--- config.mk ---
export PLATFORM = sky130hd
export DESIGN_NAME = circular_deque_with_search_core
export DESIGN_NICKNAME = d
export VERILOG_FILES = /design/src/hdl/cdq_pkg.sv /design/src/hdl/circular_deque_with_search_core.sv /design/src/hdl/cdq_ctrl.sv /design/src/hdl/cdq_datapath.sv
export SDC_FILE = /design/constraint.sdc
export NUM_CORES = 1
export LEC_CHECK = 0
export ABC_AREA = 1
export BUFFER_PORTS_ARGS = -buffer_cell sky130_fd_sc_hd__buf_2
export CORE_MARGIN = 5
export CORE_UTILIZATION = 55
export CTS_BUF_LIST = sky130_fd_sc_hd__clkbuf_4
export CTS_CLUSTER_DIAMETER = 120
export DETAILED_ROUTE_END_ITERATION = 12
export GPL_ROUTABILITY_DRIVEN = 0
export MAX_ROUTING_LAYER = met4
export PLACE_DENSITY = 0.74
export SYNTH_ARGS = -nofsm -noshare
export SYNTH_HDL_FRONTEND = slang
export SYNTH_SLANG_ARGS = --single-unit
--- constraint.sdc ---
create_clock -name clk -period 4.8 [get_ports clk]
set_clock_uncertainty 0.05 [all_clocks]
set_input_delay 0.24 -clock clk [delete_from_list [all_inputs] [get_ports clk]]
set_output_delay 0.24 -clock clk [all_outputs]
set_load 0.01 [all_outputs]
--- src/hdl/cdq_pkg.sv ---
// shared definitions for the circular deque with search
// command and status codes, default depth, controller/datapath interface structs
// no dependencies
package cdq_pkg;

	localparam int DEPTH_DEF = 16;

	localparam logic [2:0] CMD_INS_FRONT = 3'd0;
	localparam logic [2:0] CMD_INS_BACK  = 3'd1;
	localparam logic [2:0] CMD_REM_FRONT = 3'd2;
	localparam logic [2:0] CMD_REM_BACK  = 3'd3;
	localparam logic [2:0] CMD_SEARCH    = 3'd4;

	localparam logic [1:0] ST_OK    = 2'd0;
	localparam logic [1:0] ST_EMPTY = 2'd1;
	localparam logic [1:0] ST_FULL  = 2'd2;

	// controller to datapath
	typedef struct packed {
		logic load;    // capture a new command word
		logic exec;    // apply an insert, removal or ignored command
		logic scan;    // search step
		logic finish;  // search ends this cycle
	} ctl_t;

	// datapath to controller
	typedef struct packed {
		logic is_search;
		logic scan_end;
	} sts_t;

endpackage

--- src/hdl/circular_deque_with_search_core.sv ---
// Bounded double-ended queue of signed 32-bit words held in a ring buffer with
// search. A command word (cmd, value) is taken when start is high and busy is
// low; exactly one result (status, found, count, is_empty) follows, shown for one
// cycle with done high, and the receiver must take it then. Inserts, removals
// and unused codes go from the execute state straight back to idle; the result
// appears in the cycle in which busy drops, and the next command may be taken
// at the same edge that takes the result. A search reads the stored entries front
// to back through the single read port of the entry memory, one entry per cycle,
// and stops early when it hits. Entry memory needs no clearing after reset.
// depends on cdq_pkg, cdq_ctrl and cdq_datapath
module circular_deque_with_search_core #(
	parameter int DEPTH = cdq_pkg::DEPTH_DEF
) (
	input  logic               clk,
	input  logic               arst_n,
	input  logic               start,
	output logic               busy,
	input  logic        [2:0]  cmd,
	input  logic signed [31:0] value,
	output logic               done,
	output logic        [1:0]  status,
	output logic               found,
	output logic        [4:0]  count,
	output logic               is_empty
);
	import cdq_pkg::*;

	ctl_t ctl;
	sts_t sts;

	cdq_ctrl u_ctrl (
		.clk    (clk),
		.arst_n (arst_n),
		.start  (start),
		.sts    (sts),
		.ctl    (ctl),
		.busy   (busy)
	);

	cdq_datapath #(
		.DEPTH (DEPTH)
	) u_dp (
		.clk      (clk),
		.arst_n   (arst_n),
		.cmd_in   (cmd),
		.value_in (value),
		.ctl      (ctl),
		.sts      (sts),
		.status   (status),
		.found    (found),
		.count    (count),
		.is_empty (is_empty),
		.done     (done)
	);

`ifndef SYNTHESIS
	a_done_after_busy: assert property (@(posedge clk) disable iff (!arst_n)
		done |-> $past(busy))
		else $error("result without a command in progress");

	a_accept_busy: assert property (@(posedge clk) disable iff (!arst_n)
		(start && !busy) |=> busy)
		else $error("accepted command did not raise busy");

	a_empty_status: assert property (@(posedge clk) disable iff (!arst_n)
		(done && status == ST_EMPTY) |-> is_empty)
		else $error("empty status on a non-empty store");

	a_found_ok: assert property (@(posedge clk) disable iff (!arst_n)
		(done && found) |-> (status == ST_OK && !is_empty))
		else $error("found flag with bad status or empty store");
`endif

endmodule

--- src/hdl/cdq_ctrl.sv ---
// controller state machine for the circular deque with search
// depends on cdq_pkg for the controller and datapath structs
module cdq_ctrl (
	input  logic          clk,
	input  logic          arst_n,
	input  logic          start,
	input  cdq_pkg::sts_t sts,
	output cdq_pkg::ctl_t ctl,
	output logic          busy
);
	import cdq_pkg::*;

	localparam logic [1:0] S_IDLE   = 2'd0;
	localparam logic [1:0] S_EXEC   = 2'd1;
	localparam logic [1:0] S_SEARCH = 2'd2;

	logic [1:0] state_q;
	logic [1:0] state_nxt;

	always_comb begin
		state_nxt = state_q;
		unique case (state_q)
			S_IDLE: begin
				if (start) state_nxt = S_EXEC;
			end
			S_EXEC: begin
				state_nxt = sts.is_search ? S_SEARCH : S_IDLE;
			end
			S_SEARCH: begin
				if (sts.scan_end) state_nxt = S_IDLE;
			end
			default: begin
				state_nxt = S_IDLE;
			end
		endcase
	end

	always_ff @(posedge clk or negedge arst_n) begin
		if (!arst_n) begin
			state_q <= S_IDLE;
		end else begin
			state_q <= state_nxt;
		end
	end

	assign busy       = (state_q != S_IDLE);
	assign ctl.load   = start && (state_q == S_IDLE);
	assign ctl.exec   = (state_q == S_EXEC) && !sts.is_search;
	assign ctl.scan   = (state_q == S_SEARCH);
	assign ctl.finish = (state_q == S_SEARCH) && sts.scan_end;

endmodule

--- src/hdl/cdq_datapath.sv ---
// datapath for the circular deque with search: entry memory, ring pointers,
// count, search scan pipeline and result registers
// depends on cdq_pkg for codes and the controller structs
module cdq_datapath #(
	parameter int DEPTH = cdq_pkg::DEPTH_DEF
) (
	input  logic               clk,
	input  logic               arst_n,
	input  logic        [2:0]  cmd_in,
	input  logic signed [31:0] value_in,
	input  cdq_pkg::ctl_t      ctl,
	output cdq_pkg::sts_t      sts,
	output logic        [1:0]  status,
	output logic               found,
	output logic        [4:0]  count,
	output logic               is_empty,
	output logic               done
);
	import cdq_pkg::*;

	localparam int AW = $clog2(DEPTH);
	localparam int CW = $clog2(DEPTH + 1);
	localparam logic [AW-1:0] LAST_IDX = AW'(DEPTH - 1);
	localparam logic [CW-1:0] FULL_CNT = CW'(DEPTH);
	localparam logic [CW:0]   RING_LEN = (CW + 1)'(DEPTH);

	logic signed [31:0] mem [DEPTH];

	logic        [2:0]  cmd_q;
	logic signed [31:0] value_q;
	logic      [AW-1:0] front_q;
	logic      [CW-1:0] cnt_q;
	logic      [AW-1:0] scan_ptr_q;
	logic      [CW-1:0] scan_cnt_q;
	logic               rd_vld_s1;
	logic signed [31:0] rdata_s1;

	logic      [1:0]    status_q;
	logic               found_q;
	logic      [4:0]    count_q;
	logic               is_empty_q;
	logic               done_q;

	logic      [AW-1:0] front_dec;
	logic      [AW-1:0] front_inc;
	logic      [AW-1:0] scan_inc;
	logic      [CW:0]   back_sum;
	logic      [CW:0]   back_pos;
	logic      [AW-1:0] wr_addr;
	logic               wr_en;
	logic               rd_en;
	logic               hit;
	logic      [AW-1:0] front_nxt;
	logic      [CW-1:0] cnt_nxt;
	logic      [1:0]    st_nxt;
	logic      [CW+4:0] cnt_ext;

	assign front_dec = (front_q == '0) ? LAST_IDX : front_q - AW'(1);
	assign front_inc = (front_q == LAST_IDX) ? '0 : front_q + AW'(1);
	assign scan_inc  = (scan_ptr_q == LAST_IDX) ? '0 : scan_ptr_q + AW'(1);
	// front + count stays below twice the depth, one subtract wraps it
	assign back_sum  = (CW + 1)'(front_q) + (CW + 1)'(cnt_q);
	assign back_pos  = (back_sum >= RING_LEN) ? back_sum - RING_LEN : back_sum;

	always_comb begin
		wr_en     = 1'b0;
		wr_addr   = front_dec;
		front_nxt = front_q;
		cnt_nxt   = cnt_q;
		st_nxt    = ST_OK;
		unique case (cmd_q)
			CMD_INS_FRONT: begin
				if (cnt_q >= FULL_CNT) begin
					st_nxt = ST_FULL;
				end else begin
					wr_en     = ctl.exec;
					front_nxt = front_dec;
					cnt_nxt   = cnt_q + CW'(1);
				end
			end
			CMD_INS_BACK: begin
				wr_addr = back_pos[AW-1:0];
				if (cnt_q >= FULL_CNT) begin
					st_nxt = ST_FULL;
				end else begin
					wr_en   = ctl.exec;
					cnt_nxt = cnt_q + CW'(1);
				end
			end
			CMD_REM_FRONT: begin
				if (cnt_q == '0) begin
					st_nxt = ST_EMPTY;
				end else begin
					front_nxt = front_inc;
					cnt_nxt   = cnt_q - CW'(1);
				end
			end
			CMD_REM_BACK: begin
				if (cnt_q == '0) begin
					st_nxt = ST_EMPTY;
				end else begin
					cnt_nxt = cnt_q - CW'(1);
				end
			end
			default: begin
				// search and unused codes leave the store alone
			end
		endcase
	end

	// scan issues one read a cycle, compare follows in the next cycle
	assign rd_en = ctl.scan && (scan_cnt_q != cnt_q);
	assign hit   = rd_vld_s1 && (rdata_s1 == value_q);

	assign sts.is_search = (cmd_q == CMD_SEARCH);
	assign sts.scan_end  = hit || ((scan_cnt_q == cnt_q) && !rd_vld_s1);

	assign cnt_ext = {5'b0, cnt_nxt};

	always_ff @(posedge clk) begin
		if (wr_en) mem[wr_addr] <= value_q;
		if (rd_en) rdata_s1 <= mem[scan_ptr_q];
	end

	always_ff @(posedge clk) begin
		if (ctl.load) begin
			cmd_q   <= cmd_in;
			value_q <= value_in;
		end
		if (ctl.exec || ctl.finish) begin
			status_q   <= ctl.exec ? st_nxt : ST_OK;
			found_q    <= ctl.finish && hit;
			count_q    <= cnt_ext[4:0];
			is_empty_q <= (cnt_nxt == '0);
		end
	end

	always_ff @(posedge clk or negedge arst_n) begin
		if (!arst_n) begin
			front_q    <= '0;
			cnt_q      <= '0;
			scan_ptr_q <= '0;
			scan_cnt_q <= '0;
			rd_vld_s1  <= 1'b0;
			done_q     <= 1'b0;
		end else begin
			rd_vld_s1 <= rd_en;
			done_q    <= ctl.exec || ctl.finish;
			if (ctl.exec) begin
				front_q <= front_nxt;
				cnt_q   <= cnt_nxt;
			end
			if (ctl.load) begin
				scan_ptr_q <= front_q;
				scan_cnt_q <= '0;
			end else if (rd_en) begin
				scan_ptr_q <= scan_inc;
				scan_cnt_q <= scan_cnt_q + CW'(1);
			end
		end
	end

	assign status   = status_q;
	assign found    = found_q;
	assign count    = count_q;
	assign is_empty = is_empty_q;
	assign done     = done_q;

endmodule
==> results of run 1 <==
path summary, 6_finish.rpt:
path                                                startpoint                              to  slack, ps
worst max-delay path                 u_dp.cnt_q[0]$_DFFE_PN0P_       u_dp.mem[0][12]$_DFFE_PP_       1230
worst min-delay path                                 value[21]      u_dp.value_q[21]$_DFFE_PP_         60
worst max register to register       u_dp.cnt_q[0]$_DFFE_PN0P_       u_dp.mem[0][12]$_DFFE_PP_       1230
worst min register to register  u_dp.scan_cnt_q[4]$_DFFE_PN0P_  u_dp.scan_cnt_q[4]$_DFFE_PN0P_        550
max in group asynchronous                               arst_n  u_dp.scan_ptr_q[0]$_DFFE_PN0P_       3290
min in group asynchronous                               arst_n     u_dp.front_q[0]$_DFFE_PN0P_        620
kinds of logic (layout without fill, tap and decap cells):
group                      Yosys count  in the layout  share of synthesized area, %
adders and majority gates           11             11                         0.593
and+or+nand+nor                    653            653                          11.0
DFF                                610            610                          74.3
other                                0              2                             0
AOI/OAI and AO/OA                  404            404                          9.50
buffers and inverters              185            477                          3.67
xor gates and xnor gates            25             25                         0.894
metrics by stage:
step / cells / instance area [µm²] / power, mW / hold slack, ps / worst slack [ps]
after floorplan: 1888 / 24500 / 9.45 / -106 / 1340
after global placement: 2456 / 25300 / 10.7 / 188 / 1350
after detailed placement: 2456 / 25300 / 10.8 / 192 / 1280
after CTS: 2772 / 27700 / 15.1 / 0.104 / 1250
after global routing: 2774 / 27700 / 15.9 / 15.6 / 1030
final: 2774 / 27700 / 15.1 / 63.0 / 1230
worst register-to-register path, delay by kind of cell, from the launching register on:
kind / cells / cell delay, ps
compound gates: 1 / 110
fa+ha+maj: 2 / 710
buf+inv: 1 / 320
flops: 1 / 480
simple gates: 4 / 1610
cell type report:
| class | instances | area (µm²) | share of cell area, % |
|---|---|---|---|
| flip-flops and latches | 610 | 18200 | 65.7 |
| well taps | 592 | 741 | 2.67 |
| repair buffers | 128 | 1010 | 3.64 |
| diodes | 2 | 5.00 | 0.0181 |
| multi-input cells | 1093 | 5510 | 19.9 |
| clock buffers | 224 | 1680 | 6.07 |
| clock inverters | 40 | 238 | 0.858 |
| inverters | 85 | 327 | 1.18 |
cell usage after synthesis (all sizes together), types with 7 or more instances:
library cell  instances
inv                  85
nor2                182
a211oi               38
edfxtp              588
ha                   10
o21ai               208
xor2                 10
nand4                23
dfrtp                22
a21oi                81
clkbuf               32
o221a                 7
o22ai                41
nor3                  7
nand2               354
buf                  68
nand3                81
o221ai               20
xnor2                15
routing by layer:
metal,vias up,GRT usage [%]
li1,7316,-
met1,7743,31.6
met2,854,38.1
met3,153,6.52
met4,0,10.4
met5,-,-
sequential cells by signal, summed over array words and instances (netlist names):
register         count
u_dp.scan_cnt_q      5
u_dp.cnt_q           5
u_dp.scan_ptr_q      4
u_dp.value_q        32
u_dp.is_empty        1
u_dp.status          2
u_dp.count           5
u_dp.done            1
u_dp.cmd_q           3
u_dp.found           1
u_dp.front_q         4
u_dp.rd_vld_s1       1
u_dp.rdata_s1       32
u_ctrl.state_q       2
u_dp.mem           512
power breakdown:
part	internal, mW	switching, mW
clock network	2.29	1.98
logic	1.18	2.97
registers	6.30	0.377
==> summary.md, run 1 <==
| Metric | Value |
|---|---|
| Routed wl met2 | `28,400 µm` |
| Synth unique cells | `44` |
| Vias in the first global route | `~16,000` |
| RSZ-0062 raised after global routing | `no` |
| Worst path bufs/invs | `1` |
| Most frequent cells in the layout | `edfxtp_1 (588), nand2_1 (351), clkbuf_4 (224), nor2_1 (164), o21ai_0 (145)` |
| Rel. slew slack | `around 15%` |
| P&R area growth vs syn | `13.2%` |
| Die Span X | `approximately 220 µm` |
| DRC errors left | `0` |
| Row count | `77` |
| Starting Density | `55.5%` |
| WL met1 | `between 20,000 and 25,000 µm` |
| Post-synth EDFFs | `588` |
| Top Layer Used | `met4` |
| Crit path time final | `roughly 3600 ps` |
| DIE HEIGHT | `between 200 and 250 µm` |
| Synthesized area per cell | `around 13 µm²` |
| Clock transition at the registers of the reported paths | `about 60 ps` |
| Critical path required time | `approximately 5300 ps` |
| Crit Path Class | `reg2reg` |
| CP Launch Type | `register` |
| Detail Placement HPWL | `approximately 33,000 µm` |
| Post-DR wirelength/cell | `21.5 µm` |
| Core ar. | `44,100 µm²` |
| Syn nets | `just under 2,000` |
| Top post-synthesis cells by area | `edfxtp_1 (72%), nand2_1 (5.4%), o21ai_0 (3.0%)` |
| Outcome | `finished, final reports clean` |
| CP cell instances | `ha_1, fa_1, nand2_1, o21ai_0, nor3_2, nand2_1, nor2_4, buf_4` |
| Mapped cell area | `24,500 µm²` |
| Yosys warnings | `0` |
| Setup violations, final | `0` |
| Post-layout util | `about 63%` |
| Ports | `49` |
| Post-Syn Instances | `about 1,900` |
| Crit path DAT | `~4000 ps` |
| Drt pass-1 iters | `6` |
| Clock Path Buffers | `3` |
| Delay-heaviest family, CP | `simple AND/OR/NAND/NOR gates` |
| Hold_buf cts | `52` |
| Initial antenna violation count | `2` |
| Slowest-stage cell, CP | `nor2_4` |
| First-pass GRT wire length | `90,800 µm` |
| Fin crit share | `approximately three quarters` |
| Cell Pwr Density | `about 540 nW/µm²` |
| Worst-Skew Late Latency | `about 860 ps` |
| Num CTS Buffers | `about 150` |
| CTS HTree Levels | `4` |
| IR drop worst, VDD | `just under 0.4 mV` |
| Routed vias/inst | `5.79` |
| CP Max Fanout | `24` |
| Synth top area share | `roughly 70%` |
| TritonCTS clock tree | `yes` |
| Most common cell after layout, fill and taps aside | `edfxtp_1` |
| Final Hold Vio Count | `0` |
| Total Wirelength | `~60,000 µm` |
| # resized after CTS | `0` |
| Most used cell, CP | `nand2_1` |
| Vias | `16,100` |
| CTS sink count | `slightly above 600` |
| Max cap viols | `0` |
| Yosys top cell by area | `edfxtp_1` |
| # Post-CTS Setup Buffers | `0` |
| Overall routing resource usage | `24.7%` |
| Setup TNS | `0 ps` |
| Congestion Overflow GR | `0` |
| Asr flop ratio synth | `between 3 and 4%` |
| Leak Pwr | `between 9 and 10 nW` |
| Yosys reg bits | `610` |
| Fmax | `around 0.28 GHz` |
| Initial DRC count | `about 2,000` |
| Routed Antenna Nets | `0` |
| R2R depth | `8` |
| Register area share after synthesis | `around three quarters` |
| Met3 Routed Length | `6130 µm` |
| Die area | `48,800 µm²` |
| Crit-path max cell delay | `about 850 ps` |
| CTS root buf | `clkbuf_4` |
| Critical path depth | `8` |
| Buffers on Ports | `between 40 and 50` |
| Worst min path class | `in2reg` |
| Worst Hold Depth | `2` |
| Max-slew violations | `0` |
| Largest net degree at the start of global routing | `between 150 and 200` |
| Fin nets | `around 2,100` |
| Layout cells sized above 1 | `between 15 and 20%` |
| Worst-margin pin slew | `around 1300 ps` |
| CP endpoint kind | `register` |
| Synth Flop Type | `edfxtp_1` |
| Filler cells | `3,376` |
No activity file was read; power rests on OpenSTA's default activity.
==> inputs of run 2 (changes only) <==
==> constraint.sdc (replaced) <==
create_clock -name clk -period 3.4 [get_ports clk]
set_clock_uncertainty 0.05 [all_clocks]
set_input_delay 0.17 -clock clk [delete_from_list [all_inputs] [get_ports clk]]
set_output_delay 0.17 -clock clk [all_outputs]
set_load 0.01 [all_outputs]
==> summary.md, run 2 (synthesized netlist as in run 1, its figures left out) <==
| Metric | Value |
|---|---|
| CP Max Fanout | `24 (unchanged)` |
| CTS HTree Levels | `4 (unchanged)` |
| DP Area | `25,800 µm² (was 25,300 µm²)` |
| P&R area growth vs syn | `15.9% (was 13.2%)` |
| Core ar. | `44,100 µm² (unchanged)` |
| CP cell instances | `ha_1, fa_1, nand2_1, o21ai_0, and3_1, nand2_1, nor2_4, buf_12 (was ha_1, fa_1, nand2_1, o21ai_0, nor3_2, nand2_1, nor2_4, buf_4)` |
| Worst path bufs/invs | `1 (unchanged)` |
| Fmax | `0.332 GHz (was 0.280 GHz)` |
| Setup violations, final | `0 (unchanged)` |
| R2r setup slk | `380 ps (was 1230 ps)` |
| Clock Path Buffers | `3 (unchanged)` |
| Max cap viols | `0 (unchanged)` |
| Hold_ws | `284 ps (was 63.0 ps)` |
| Setup TNS | `0 ps (unchanged)` |
| Cell Pwr Density | `748 nW/µm² (was 545 nW/µm²)` |
| Overall routing resource usage | `25.0% (was 24.7%)` |
| DRC errors left | `0 (unchanged)` |
| Clock transition at the registers of the reported paths | `70 ps (was 60 ps)` |
| Num CTS Buffers | `151 (was 152)` |
| Row count | `77 (unchanged)` |
| Post-route cell area | `28,400 µm² (was 27,700 µm²)` |
| Initial DRC count | `1,762 (was 1,994)` |
| CP Launch Type | `register (unchanged)` |
| RSZ-0062 raised after global routing | `no (unchanged)` |
| Most used cell, CP | `nand2_1 (unchanged)` |
| Fin crit share | `88.7% (was 74.4%)` |
| Drt pass-1 iters | `5 (was 6)` |
| Worst-Skew Late Latency | `900 ps (was 860 ps)` |
| Die area | `48,800 µm² (unchanged)` |
| Crit Reg-Reg Endpoint | `u_dp.mem[14][16]$_DFFE_PP_ (was u_dp.mem[0][12]$_DFFE_PP_)` |
| Starting Density | `55.5% (unchanged)` |
| Worst-margin pin slew | `1110 ps (was 1270 ps)` |
| Rel. slew slack | `25.8% (was 15.1%)` |
| Routed vias/inst | `5.78 (was 5.79)` |
| Initial antenna violation count | `1 (was 2)` |
| Buffers on Ports | `48 (unchanged)` |
| Ports | `49 (unchanged)` |
| Placed Cells | `2,498 (was 2,456)` |
| CP endpoint kind | `register (unchanged)` |
| Crit path time final | `3020 ps (was 3570 ps)` |
| First-pass GRT wire length | `91,600 µm (was 90,800 µm)` |
| DIE HEIGHT | `221 µm (unchanged)` |
| Worst min path class | `in2reg (unchanged)` |
| Reg with most FFs | `u_dp.mem (unchanged)` |
| Layout cells sized above 1 | `17.9% (was 16.7%)` |
| Largest regs | `u_dp.mem: 512 flops, u_dp.rdata_s1: 32 flops, u_dp.value_q: 32 flops (unchanged)` |
| Slowest-stage cell, CP | `dfrtp_1 (was nor2_4)` |
| Crit Path Class | `reg2reg (unchanged)` |
| Largest net degree at the start of global routing | `107 (was 198)` |
| Most frequent cells in the layout | `edfxtp_1 (588), nand2_1 (351), clkbuf_4 (214), nor2_1 (164), o21ai_0 (145) (was edfxtp_1 (588), nand2_1 (351), clkbuf_4 (224), nor2_1 (164), o21ai_0 (145))` |
| Crit path to | `u_dp.mem[14][16]$_DFFE_PP_ (was u_dp.mem[0][12]$_DFFE_PP_)` |
| Filler cells | `3,296 (was 3,376)` |
| CTS sink count | `610 (unchanged)` |
| Total Wirelength | `59,900 µm (was 59,600 µm)` |
| TritonCTS clock tree | `yes (unchanged)` |
| Vias | `16,400 (was 16,100)` |
| Delay-heaviest family, CP | `simple AND/OR/NAND/NOR gates (unchanged)` |
| Max-slew violations | `0 (unchanged)` |
| Post-layout util | `64.3% (was 62.8%)` |
| Worst Setup SP | `u_dp.cnt_q[0]$_DFFE_PN0P_ (unchanged)` |
| R2R depth | `8 (unchanged)` |
| Most common cell after layout, fill and taps aside | `edfxtp_1 (unchanged)` |
| IR drop worst, VDD | `0.572 mV (was 0.393 mV)` |
| Die Span X | `221 µm (unchanged)` |
| Final Hold Vio Count | `0 (unchanged)` |
| CTS root buf | `clkbuf_4 (unchanged)` |
| Outcome | `finished, final reports clean (unchanged)` |
| Crit path DAT | `3500 ps (was 4050 ps)` |
| Fin cells | `2,834 (was 2,774)` |
| Routed Antenna Nets | `0 (unchanged)` |
| Crit-path max cell delay | `490 ps (was 850 ps)` |
| Detail Placement HPWL | `34,700 µm (was 33,100 µm)` |
| Congestion Overflow GR | `0 (unchanged)` |
| Critical path required time | `3890 ps (was 5280 ps)` |
| Leak Pwr | `10.0 nW (was 9.72 nW)` |
| Post-DR wirelength/cell | `21.1 µm (was 21.5 µm)` |
| Critical path depth | `8 (unchanged)` |
| Fin nets | `2,181 (was 2,119)` |
| Vias in the first global route | `16,100 (about the same)` |
| Worst r2r src | `u_dp.cnt_q[0]$_DFFE_PN0P_ (unchanged)` |
| # Post-CTS Setup Buffers | `0 (unchanged)` |
| Max reg flops | `512 (unchanged)` |
run 2: changes by cell type in the layout (fill, tap and decap cells not counted), sizes merged:
cell and change:
clkinvlp +1, clkbuf -10, buf +42, dlygate4sd3 +21, clkinv +6
run 2: layout make-up:
cell class                      instances  area [µm²]  area share (%)
Sequential cell                       610       18200            64.2
Tap cell                              592         741            2.61
Clock inverter                         47         272           0.956
Antenna cell                            2        5.00          0.0176
Clock buffer                          214        1610            5.66
Timing Repair Buffer                  191        1720            6.06
Inverter                               85         327            1.15
Multi-Input combinational cell       1093        5510            19.4
run 2: routing by layer:
metal | part of all wire [%] | GRT usage (%) | routed length, µm
met1 | 39 | 31.8 | 23100
met2 | 49 | 40.0 | 29600
met3 | 8.7 | 4.88 | 5220
met4 | 3.4 | 10.2 | 2050
met5 | 0 | - | 0
run 2: worst min path at each step:
stage	end	slack (ps)	cells past startpoint	startpoint
final	u_ctrl.state_q[0]$_DFFE_PN0P_	280	4	start
after CTS	u_ctrl.state_q[0]$_DFFE_PN0P_	230	4	start
after floorplan	u_ctrl.state_q[0]$_DFFE_PN0P_	-180	0	arst_n
after detailed placement	u_dp.done$_DFF_PN0_	150	1	arst_n
after global routing	u_ctrl.state_q[0]$_DFFE_PN0P_	300	4	start
after global placement	u_dp.scan_cnt_q[2]$_DFFE_PN0P_	140	1	arst_n
run 2: per-stage QoR:
step | setup slack, ps | total power, mW
6_report | 384 | 21.2
5_1_grt | 232 | 22.4
2_1_floorplan | -55.2 | 13.3
4_1_cts | 363 | 21.3
3_3_place_gp | 481 | 15.2
3_5_place_dp | 458 | 15.3
run 2: report_power, final:
part	total, mW	switching (mW)	internal, mW
combinational	6.04	4.24	1.79
clock	5.94	2.82	3.13
sequential	9.25	0.356	8.90
run 2: worst reg2reg max path: cells and delay by family, from the launching register on:
kind	cells	cell delay, ps
compound gates	1	110
fa+ha+maj	2	770
buf+inv	1	270
flops	1	490
simple gates	4	960
run 2: what timing repair did:
action                                  in CTS  in global routing
hold buffers                                73                  0
resized for setup                            0                  0
endpoints found under the hold margin       67                  0
endpoints found under the setup margin       0                  0
==> inputs of run 3 (changes only) <==
--- a/config.mk
+++ b/config.mk
@@ -5,7 +5,7 @@
 export SDC_FILE = /design/constraint.sdc
 export NUM_CORES = 1
 export LEC_CHECK = 0
-export ABC_AREA = 1
+export ABC_AREA = 0
 export BUFFER_PORTS_ARGS = -buffer_cell sky130_fd_sc_hd__buf_2
 export CORE_MARGIN = 5
 export CORE_UTILIZATION = 55
==> summary.md, run 3 <==
| Metric | Value |
|---|---|
| Outcome | `finished, final reports clean (unchanged)` |
| Die Span X | `218 µm (was 221 µm)` |
| Total Wirelength | `51,700 µm (was 59,900 µm)` |
| Hold_buf cts | `73 (unchanged)` |
| Mux cell area share after synthesis | `10.8% (was 0%)` |
| Mapped cell area | `23,900 µm² (was 24,500 µm²)` |
| Fmax | `0.331 GHz (was 0.332 GHz)` |
| CTS sink count | `610 (unchanged)` |
| Crit-path max cell delay | `770 ps (was 490 ps)` |
| Yosys warnings | `0 (unchanged)` |
| Clock Path Buffers | `3 (unchanged)` |
| Synth top area share | `73.9% (was 72.1%)` |
| Simple-Gate Fraction of Synth Area | `3.17% (was 11.0%)` |
| Core ar. | `43,100 µm² (was 44,100 µm²)` |
| Asr flop ratio synth | `3.61% (unchanged)` |
| Max reg flops | `512 (unchanged)` |
| Most frequent cells in the layout | `edfxtp_1 (588), clkbuf_4 (212), mux4_2 (96), dlygate4sd3_1 (73), a211oi_1 (56) (was edfxtp_1 (588), nand2_1 (351), clkbuf_4 (214), nor2_1 (164), o21ai_0 (145))` |
| Worst Setup SP | `u_dp.front_q[1]$_DFFE_PN0P_ (was u_dp.cnt_q[0]$_DFFE_PN0P_)` |
| Num CTS Buffers | `148 (was 151)` |
| CTS HTree Levels | `4 (unchanged)` |
| Fin nets | `1,572 (was 2,181)` |
| Post-DR wirelength/cell | `23.3 µm (was 21.1 µm)` |
| CTS root buf | `clkbuf_4 (unchanged)` |
| Synth unique cells | `54 (was 44)` |
| Initial antenna violation count | `3 (was 1)` |
| # Post-CTS Setup Buffers | `0 (unchanged)` |
| DRC errors left | `0 (unchanged)` |
| Hold_ws | `321 ps (was 284 ps)` |
| IR drop worst, VDD | `0.485 mV (was 0.572 mV)` |
| Cell Pwr Density | `718 nW/µm² (was 748 nW/µm²)` |
| Drt pass-1 iters | `5 (unchanged)` |
| Worst-margin pin slew | `942 ps (was 1110 ps)` |
| Post-synth EDFFs | `588 (unchanged)` |
| Syn nets | `1,298 (was 1,937)` |
| Post-Syn Instances | `1,249 (was 1,888)` |
| Rel. slew slack | `37.2% (was 25.8%)` |
| TritonCTS clock tree | `yes (unchanged)` |
| Overall routing resource usage | `22.8% (was 25.0%)` |
| XOR/XNOR Fraction of Synth Area | `1.76% (was 0.894%)` |
| Layout cells sized above 1 | `29.0% (was 17.9%)` |
| R2R depth | `7 (was 8)` |
| Ports | `49 (unchanged)` |
| Die area | `47,700 µm² (was 48,800 µm²)` |
| Top post-synthesis cells by area | `edfxtp_1 (74%), mux4_2 (9.0%), dfrtp_1 (2.3%) (was edfxtp_1 (72%), nand2_1 (5.4%), o21ai_0 (3.0%))` |
| Setup TNS | `0 ps (unchanged)` |
| Leak Pwr | `9.16 nW (was 10.0 nW)` |
| CP Max Fanout | `21 (was 24)` |
| Synth Area in Compound Gates | `6.08% (was 9.50%)` |
| CP cell instances | `ha_1, a21o_1, a21oi_1, xnor2_1, a22oi_1, nor2_4, buf_12 (was ha_1, fa_1, nand2_1, o21ai_0, and3_1, nand2_1, nor2_4, buf_12)` |
| P&R area growth vs syn | `17.2% (was 15.9%)` |
| Routed Antenna Nets | `0 (unchanged)` |
| First-pass GRT wire length | `79,000 µm (was 91,600 µm)` |
| Vias in the first global route | `13,600 (was 16,100)` |
| Main combinational cell family by area after synthesis | `multiplexers (was simple AND/OR/NAND/NOR gates)` |
| Largest regs | `u_dp.mem: 512 flops, u_dp.rdata_s1: 32 flops, u_dp.value_q: 32 flops (unchanged)` |
| Synthesized area per cell | `19.1 µm² (was 13.0 µm²)` |
| Synth Flop Type | `edfxtp_1 (unchanged)` |
| Congestion Overflow GR | `0 (unchanged)` |
| Max cap viols | `0 (unchanged)` |
| Crit Path Class | `reg2reg (unchanged)` |
| Initial DRC count | `1,405 (was 1,762)` |
| Fin crit share | `88.8% (was 88.7%)` |
| CP Launch Type | `register (unchanged)` |
| Critical path required time | `3920 ps (was 3890 ps)` |
| Adder-cell share of the synthesized area | `0.607% (was 0.593%)` |
| Worst path bufs/invs | `1 (unchanged)` |
| Crit path time final | `3020 ps (about the same)` |
| Slowest-stage cell, CP | `a22oi_1 (was dfrtp_1)` |
| Vias | `13,000 (was 16,400)` |
| Critical path depth | `7 (was 8)` |
| Register area share after synthesis | `76.2% (was 74.3%)` |
| Row count | `76 (was 77)` |
| Worst min path class | `in2async (was in2reg)` |
| Yosys top cell by area | `edfxtp_1 (unchanged)` |
| Starting Density | `55.5% (about the same)` |
| # resized after CTS | `0 (unchanged)` |
| Max-slew violations | `0 (unchanged)` |
| Largest net degree at the start of global routing | `56 (was 107)` |
| Post-synth top cells | `edfxtp_1 (588), mux4_2 (96), a211oi_1 (56), o21ai_0 (53), a21oi_1 (51) (was edfxtp_1 (588), nand2_1 (351), nor2_1 (180), o21ai_0 (145), nand3_1 (81))` |
| Worst-Skew Late Latency | `850 ps (was 900 ps)` |
| Setup violations, final | `0 (unchanged)` |
| Clock transition at the registers of the reported paths | `70 ps (about the same)` |
| DIE HEIGHT | `218 µm (was 221 µm)` |
| CP endpoint kind | `register (unchanged)` |
| Most common cell after layout, fill and taps aside | `edfxtp_1 (unchanged)` |
| Reg with most FFs | `u_dp.mem (unchanged)` |
| Buffers on Ports | `48 (unchanged)` |
| Detail Placement HPWL | `29,700 µm (was 34,700 µm)` |
| Routed vias/inst | `5.87 (was 5.78)` |
| Crit path DAT | `3540 ps (was 3500 ps)` |
| Final Hold Vio Count | `0 (unchanged)` |
| Worst r2r src | `u_dp.front_q[1]$_DFFE_PN0P_ (was u_dp.cnt_q[0]$_DFFE_PN0P_)` |
| RSZ-0062 raised after global routing | `no (unchanged)` |
| Yosys reg bits | `610 (unchanged)` |
| Delay-heaviest family, CP | `compound AO/OA/AOI/OAI gates (was simple AND/OR/NAND/NOR gates)` |
| Most common cell in the synthesized netlist | `edfxtp_1 (unchanged)` |
run 3: changes by cell type in the layout (fill, tap and decap cells not counted), sizes merged, moves of 19 or more:
| cell | previous run | this run |
|---|---|---|
| nor2b | 0 | 30 |
| o21ai | 208 | 53 |
| nor2 | 182 | 39 |
| mux4 | 0 | 96 |
| o22ai | 41 | 2 |
| nand2 | 354 | 25 |
| nand3 | 81 | 5 |
| inv | 90 | 18 |
| xnor2 | 15 | 43 |
| mux2i | 0 | 37 |
| o221ai | 20 | 1 |
| a21oi | 81 | 51 |
| a22oi | 0 | 36 |
run 3: layout make-up:
class                           count  area [µm²]
Sequential cell                   610       18200
Multi-Input combinational cell    564        5490
Tap cell                          585         732
Timing Repair Buffer              186        1630
Inverter                           13        48.8
Clock buffer                      212        1590
Antenna cell                        3        7.51
Clock inverter                     48         282
Fill cell                        2928       15100
run 3: tightest hold or removal path: cells and delay by family:
| family | cells | cell delay (ps) |
|---|---|---|
| buffers and inverters | 4 | 1380 |
run 3: report_power, final:
part           internal, mW  switching [mW]
logic                  2.13            2.84
clock network          3.04            2.83
registers              8.78           0.492
total                  14.0            6.16
run 3: per-stage QoR:
stage	instances	area (µm²)	power [mW]	util [%]	setup slack (ps)
floorplan	1249	23900	12.7	-	-22.2
global placement	1884	25400	14.2	58.9	492
detailed placement	1884	25400	14.3	58.9	436
CTS	2217	28000	20.3	65.0	383
global route	2221	28000	21.2	65.0	208
finish	2221	28000	20.1	65.0	380
run 3: cell families (layout without fill, tap and decap cells):
kind of cell | Yosys count | after routing
buf+inv | 75 | 459
simple gates | 142 | 142
fa+ha+maj | 11 | 11
compound gates | 225 | 225
mux | 138 | 138
other cells | 0 | 3
xor+xnor | 48 | 48
flops | 610 | 610
run 3: worst paths after layout:
path,slack (ps),to
max reg2reg,380,u_dp.mem[6][29]$_DFFE_PP_
min reg2reg,460,u_dp.mem[5][26]$_DFFE_PP_
max,380,u_dp.mem[6][29]$_DFFE_PP_
min,320,u_dp.front_q[2]$_DFFE_PN0P_
min in group clk,340,u_ctrl.state_q[0]$_DFFE_PN0P_
max in group asynchronous,2800,u_dp.cnt_q[4]$_DFFE_PN0P_
run 3: layer usage:
layer / up-vias / global-route usage (%) / wire (µm)
li1: 5758 / - / -
met1: 6671 / 29.5 / 20700
met2: 550 / 36.6 / 26200
met3: 68 / 5.24 / 3770
met4: 0 / 7.41 / 950
met5: - / - / 0
